$ cat config.mk
export PLATFORM = sky130hd
export DESIGN_NAME = dppic_cfg_regs
export DESIGN_NICKNAME = d
export VERILOG_FILES = /design/src/rtl/dppic_pkg.sv /design/src/rtl/dppic_cfg_regs.sv
export SDC_FILE = /design/constraint.sdc
export NUM_CORES = 1
export LEC_CHECK = 0
export ABC_AREA = 1
export CAP_MARGIN = 30
export CORE_AREA = 2 2 202 204
export DETAILED_ROUTE_END_ITERATION = 8
export DIE_AREA = 0 0 204 206
export DONT_BUFFER_PORTS = 1
export GPL_ROUTABILITY_DRIVEN = 1
export PLACE_DENSITY = 0.58
export SLEW_MARGIN = 25
export SYNTH_ARGS = -nofsm -noshare
export SYNTH_HDL_FRONTEND = slang
export SYNTH_SLANG_ARGS = --single-unit
$ cat constraint.sdc
create_clock -name clk -period 2.3 [get_ports clk]
set_input_delay 0.46 -clock clk [delete_from_list [all_inputs] [get_ports clk]]
set_output_delay 0.46 -clock clk [all_outputs]
set_load 0.03 [all_outputs]
$ cat src/rtl/dppic_pkg.sv
// ----------------------------------------------------------------------------
// dppic_pkg
// Types and constants shared by the depth pixel plane inlier classifier.
// ----------------------------------------------------------------------------
package dppic_pkg;

    localparam int COEF_W       = 48;
    localparam int D_FRAC_BITS  = 24;
    localparam int REG_COUNT    = 8;
    localparam int REG_IDX_W    = 3;
    localparam int APB_DATA_W   = 64;
    localparam int APB_ADDR_W   = 6;
    localparam int PLANE_STAGES = 5;
    localparam int PIPE_STAGES  = 6;

    localparam logic [COEF_W-1:0] RIVAL_OFFSET_RESET = 48'h7FFF_FFFF_FFFF;

    typedef enum logic [REG_IDX_W-1:0] {
        REG_FRONT_X_COEF = 3'd0,
        REG_FRONT_Y_COEF = 3'd1,
        REG_FRONT_CONST  = 3'd2,
        REG_FRONT_OFFSET = 3'd3,
        REG_RIVAL_X_COEF = 3'd4,
        REG_RIVAL_Y_COEF = 3'd5,
        REG_RIVAL_CONST  = 3'd6,
        REG_RIVAL_OFFSET = 3'd7
    } reg_idx_t;

    typedef struct packed {
        logic signed [COEF_W-1:0] x_coef;
        logic signed [COEF_W-1:0] y_coef;
        logic signed [COEF_W-1:0] konst;
        logic signed [COEF_W-1:0] offset;
    } plane_coef_t;

    typedef struct packed {
        logic [PLANE_STAGES-1:0] en;
    } pipe_ctl_t;

endpackage

$ cat src/rtl/dppic_cfg_regs.sv
// ----------------------------------------------------------------------------
// dppic_cfg_regs
// APB register file holding the front and rival plane coefficients.
// ----------------------------------------------------------------------------
module dppic_cfg_regs (
    input  logic                           clk,
    input  logic                           rst_n,
    input  logic                           psel,
    input  logic                           penable,
    input  logic                           pwrite,
    input  logic [dppic_pkg::APB_ADDR_W-1:0] paddr,
    input  logic [dppic_pkg::APB_DATA_W-1:0] pwdata,
    output logic [dppic_pkg::APB_DATA_W-1:0] prdata,
    output logic                           pready,
    output dppic_pkg::plane_coef_t         front,
    output dppic_pkg::plane_coef_t         rival
);
    import dppic_pkg::*;

    logic [COEF_W-1:0] coef_reg  [REG_COUNT];
    logic [COEF_W-1:0] coef_next [REG_COUNT];
    logic              wr_en;
    reg_idx_t          idx;
    logic [COEF_W-1:0] rd_sel;

    assign pready = 1'b1;
    assign wr_en  = psel && penable && pwrite && pready;
    assign idx    = reg_idx_t'(paddr[APB_ADDR_W-1:APB_ADDR_W-REG_IDX_W]);

    always_comb
    begin
        for (int i = 0; i < REG_COUNT; i++)
        begin
            coef_next[i] = coef_reg[i];
        end
        if (wr_en)
        begin
            coef_next[idx] = pwdata[COEF_W-1:0];
        end
    end

    always_ff @(posedge clk or negedge rst_n)
    begin
        if (!rst_n)
        begin
            for (int i = 0; i < REG_COUNT; i++)
            begin
                coef_reg[i] <= (i == int'(REG_RIVAL_OFFSET)) ? RIVAL_OFFSET_RESET : '0;
            end
        end
        else
        begin
            for (int i = 0; i < REG_COUNT; i++)
            begin
                coef_reg[i] <= coef_next[i];
            end
        end
    end

    always_comb
    begin
        case (idx)
            REG_FRONT_X_COEF: rd_sel = coef_reg[REG_FRONT_X_COEF];
            REG_FRONT_Y_COEF: rd_sel = coef_reg[REG_FRONT_Y_COEF];
            REG_FRONT_CONST:  rd_sel = coef_reg[REG_FRONT_CONST];
            REG_FRONT_OFFSET: rd_sel = coef_reg[REG_FRONT_OFFSET];
            REG_RIVAL_X_COEF: rd_sel = coef_reg[REG_RIVAL_X_COEF];
            REG_RIVAL_Y_COEF: rd_sel = coef_reg[REG_RIVAL_Y_COEF];
            REG_RIVAL_CONST:  rd_sel = coef_reg[REG_RIVAL_CONST];
            REG_RIVAL_OFFSET: rd_sel = coef_reg[REG_RIVAL_OFFSET];
            default:          rd_sel = '0;
        endcase
    end

    assign prdata = APB_DATA_W'(rd_sel);

    assign front.x_coef = coef_reg[REG_FRONT_X_COEF];
    assign front.y_coef = coef_reg[REG_FRONT_Y_COEF];
    assign front.konst  = coef_reg[REG_FRONT_CONST];
    assign front.offset = coef_reg[REG_FRONT_OFFSET];
    assign rival.x_coef = coef_reg[REG_RIVAL_X_COEF];
    assign rival.y_coef = coef_reg[REG_RIVAL_Y_COEF];
    assign rival.konst  = coef_reg[REG_RIVAL_CONST];
    assign rival.offset = coef_reg[REG_RIVAL_OFFSET];

endmodule

==> impl_metrics.env <==
export IMPL_status="complete, but fails checks"
export IMPL_violations="hold timing, slew limit"
export IMPL_dp_hpwl_mm=38.4
export IMPL_numCtsBuffers=44
export IMPL_drc=0
export IMPL_hold_violations=346
export IMPL_end_kind="output port"
export IMPL_muxShareOfSynthArea_pct=0
export IMPL_synth_distinct_cells=21
export IMPL_nNetsFinal=2167
export IMPL_skew_ps=0
export IMPL_power_leakage_uw=0.00940
export IMPL_rsz0062_at_grt="yes"
export IMPL_fmax_ghz=0.438
export IMPL_fin_area_sq_um=20200
export IMPL_startpoint_type="input port"
export IMPL_clk_latency_ps=560
export IMPL_synth_warnings=0
export IMPL_layout_commonest_cell="nor2_1"
export IMPL_grt_overflow=0
export IMPL_cts_tree="done"
export IMPL_fin_hold_ws_ps=-399
export IMPL_avgSynthCellArea_sq_um=8.26
export IMPL_fillers=3879
export IMPL_track_usage_pct=28.7
export IMPL_synth_compound_area_share_pct=10.9
export IMPL_dr_pass1_iters=6
export IMPL_die_area_sq_um=42000
export IMPL_place_area_sq_um=18600
export IMPL_fin_crit_sh_pct=99.4
export IMPL_start_util_pct=44.0
export IMPL_final_util_pct=50.2
export IMPL_place_congestion=0.875
export IMPL_first_iter_violations=1418
export IMPL_critical_path_class="input port to output port"
export IMPL_cp_data_required_time_ps=1840
export IMPL_drt_total_wl_mm=62.1
export IMPL_cts_root_buf="clkbuf_16"
export IMPL_drive_gt1_share_pct=12.0
export IMPL_die_height_microns=206
export IMPL_crit_arrival_ps=1830
export IMPL_grt_max_degree=385
export IMPL_vias=15411
export IMPL_wl_per_cell_microns=23.4
export IMPL_synth_top_family_by_area="simple AND/OR/NAND/NOR gates"
export IMPL_period_needed_ps=2290
export IMPL_maxSlewViolCount=147
export IMPL_antennaDiodeCount=0
export IMPL_clkTransAtPathRegs_ps=60
export IMPL_portBuffers=0
export IMPL_clockBufferDepth=3
export IMPL_cp_slowest_cell="buf_4"
export IMPL_io_pins=524
export IMPL_setup_viol_count_final=0
export IMPL_ys_seq_area_share_pct=54.7
export IMPL_grt_first_pass_wirelength_mm=92.0
export IMPL_crit_fanout=152
export IMPL_fp_coreArea_sq_um=40200
export IMPL_cp_cell_sequence="inv_4 > buf_4 > nand4_1 > nand2_1 > nor2_1 > nand3_1 > buf_12"
export IMPL_peakVddDrop_mv=0.769
export IMPL_syn_area_sq_um=17700
export IMPL_htreeDepth=2
export IMPL_synth_xor_area_share_pct=0
export IMPL_slew_headroom_pct=-13.6
export IMPL_tightest_slew_ps=1700
export IMPL_drv_cap=0
export IMPL_chipWidth_microns=204
export IMPL_rows=74
export IMPL_slowest_delay_ps=330
export IMPL_synth_fa_ha_area_share_pct=0
export IMPL_power_density_nw_per_um2=1180
export IMPL_cts_sinks=384
export IMPL_worstHoldPathType="input port to async pin"
export IMPL_synth_seq_cells=384
export IMPL_antenna_found_initial=0
export IMPL_viasPerCell=5.80
export IMPL_fin_setup_tns_ps=0
export IMPL_postCtsSetupBuffers=0
export IMPL_drtAntennaViolNets=0
export IMPL_syn_inst=2139
export IMPL_synthSimpleGateAreaFrac_pct=26.7
export IMPL_final_cell_mix="nor2_1, nand2_1, dfrtp_1"
export IMPL_grt_pass1_vias=14283
export IMPL_area_growth_pct=14.2
## power by group
| group | switching [uW] | leakage [uW] | internal, uW | total [uW] |
|---|---|---|---|---|
| Clock | 2890 | 0.000740 | 4450 | 7330 |
| Combinational | 1870 | 0.00401 | 1430 | 3300 |
| Sequential | 4900 | 0.00464 | 8370 | 13300 |
## per-layer routing
metal | GRT usage, % | up-vias | share of wire (%) | routed length [microns]
met5 | 0 | - | 0 | 0
met1 | 36.8 | 7434 | 39 | 24500
li1 | - | 7036 | - | -
met2 | 45.1 | 800 | 46 | 28800
met3 | 9.30 | 141 | 11 | 6660
met4 | 11.1 | 0 | 3.4 | 2130
## kinds of logic (layout without fill, tap and decap cells)
kind of cell,count (synthesis),count (layout)
buffers and inverters,294,265
DFF,384,384
and+or+nand+nor,1075,1075
AOI/OAI and AO/OA,384,384
other,2,17
## worst paths after layout
kind / startpoint / to / slack (ps) / cells past startpoint
worst max register to register: rival[27] / rival[27] / 1320 / 2
max in group asynchronous: rst_n / rival[102] / 1220 / 0
worst max-delay path: paddr[5] / prdata[43] / 10 / 7
worst min-delay path: rst_n / rival[66] / -400 / 0
worst min register to register: rival[8] / rival[8] / 590 / 2
min in group clk: pwdata[30] / rival[30] / 160 / 2
## metrics by stage
stage          power [uW]  cells  setup slack [ps]
3_5_place_dp        16600   2578               205
2_1_floorplan       14900   2154               175
6_report            23900   2657              14.8
4_1_cts             24000   2657              4.94
5_1_grt             24900   2657            -0.606
3_3_place_gp        16500   2578               211
## synth_stat cells
library cell / n / share of area (%)
buf_1: 23 / 0.49
buf_2: 66 / 1.9
nor2_1: 390 / 8.3
buf_4: 36 / 1.5
o21ai_0: 119 / 3.4
nand2_1: 340 / 7.2
dfstp_2: 47 / 7.0
or2_1: 1 / 0.035
dfrtp_1: 337 / 48
buf_6: 5 / 0.32
nand4_1: 192 / 6.8
conb_1: 2 / 0.043
clkbuf_1: 63 / 1.3
clkinv_1: 1 / 0.021
a21oi_1: 240 / 6.8
nor2_2: 2 / 0.071
nor3_1: 1 / 0.028
inv_1: 98 / 2.1
o21ai_1: 25 / 0.71
inv_2: 2 / 0.043
nand3_1: 149 / 4.2
## repair_timing
action | 4_1_cts | 5_1_grt
hold endpoints to repair | 384 | 360
setup endpoints to repair | 4 | 13
gates cloned | 0 | 0
pin swaps | 0 | 4
gates resized for setup | 9 | 26
## critical path: cells and delay by family
family        cells  cell delay, ps
simple gates      4             470
buf+inv           3             730
## cell type report
cell class                 count  area, sq um  share of cell area (%)
tap                          532          666                    3.30
clock inverter                23          279                    1.38
sequential                   384         9700                    48.1
timing repair buffer          85         1110                    5.52
inverter                     101          382                    1.89
clock buffer                  56         1230                    6.08
multi-input combinational   1476         6810                    33.8
## flip-flops by register name (all words and copies together), names as in the netlist
signal / cells
rival: 192
front: 192
No activity file was read; power rests on OpenSTA's default activity.
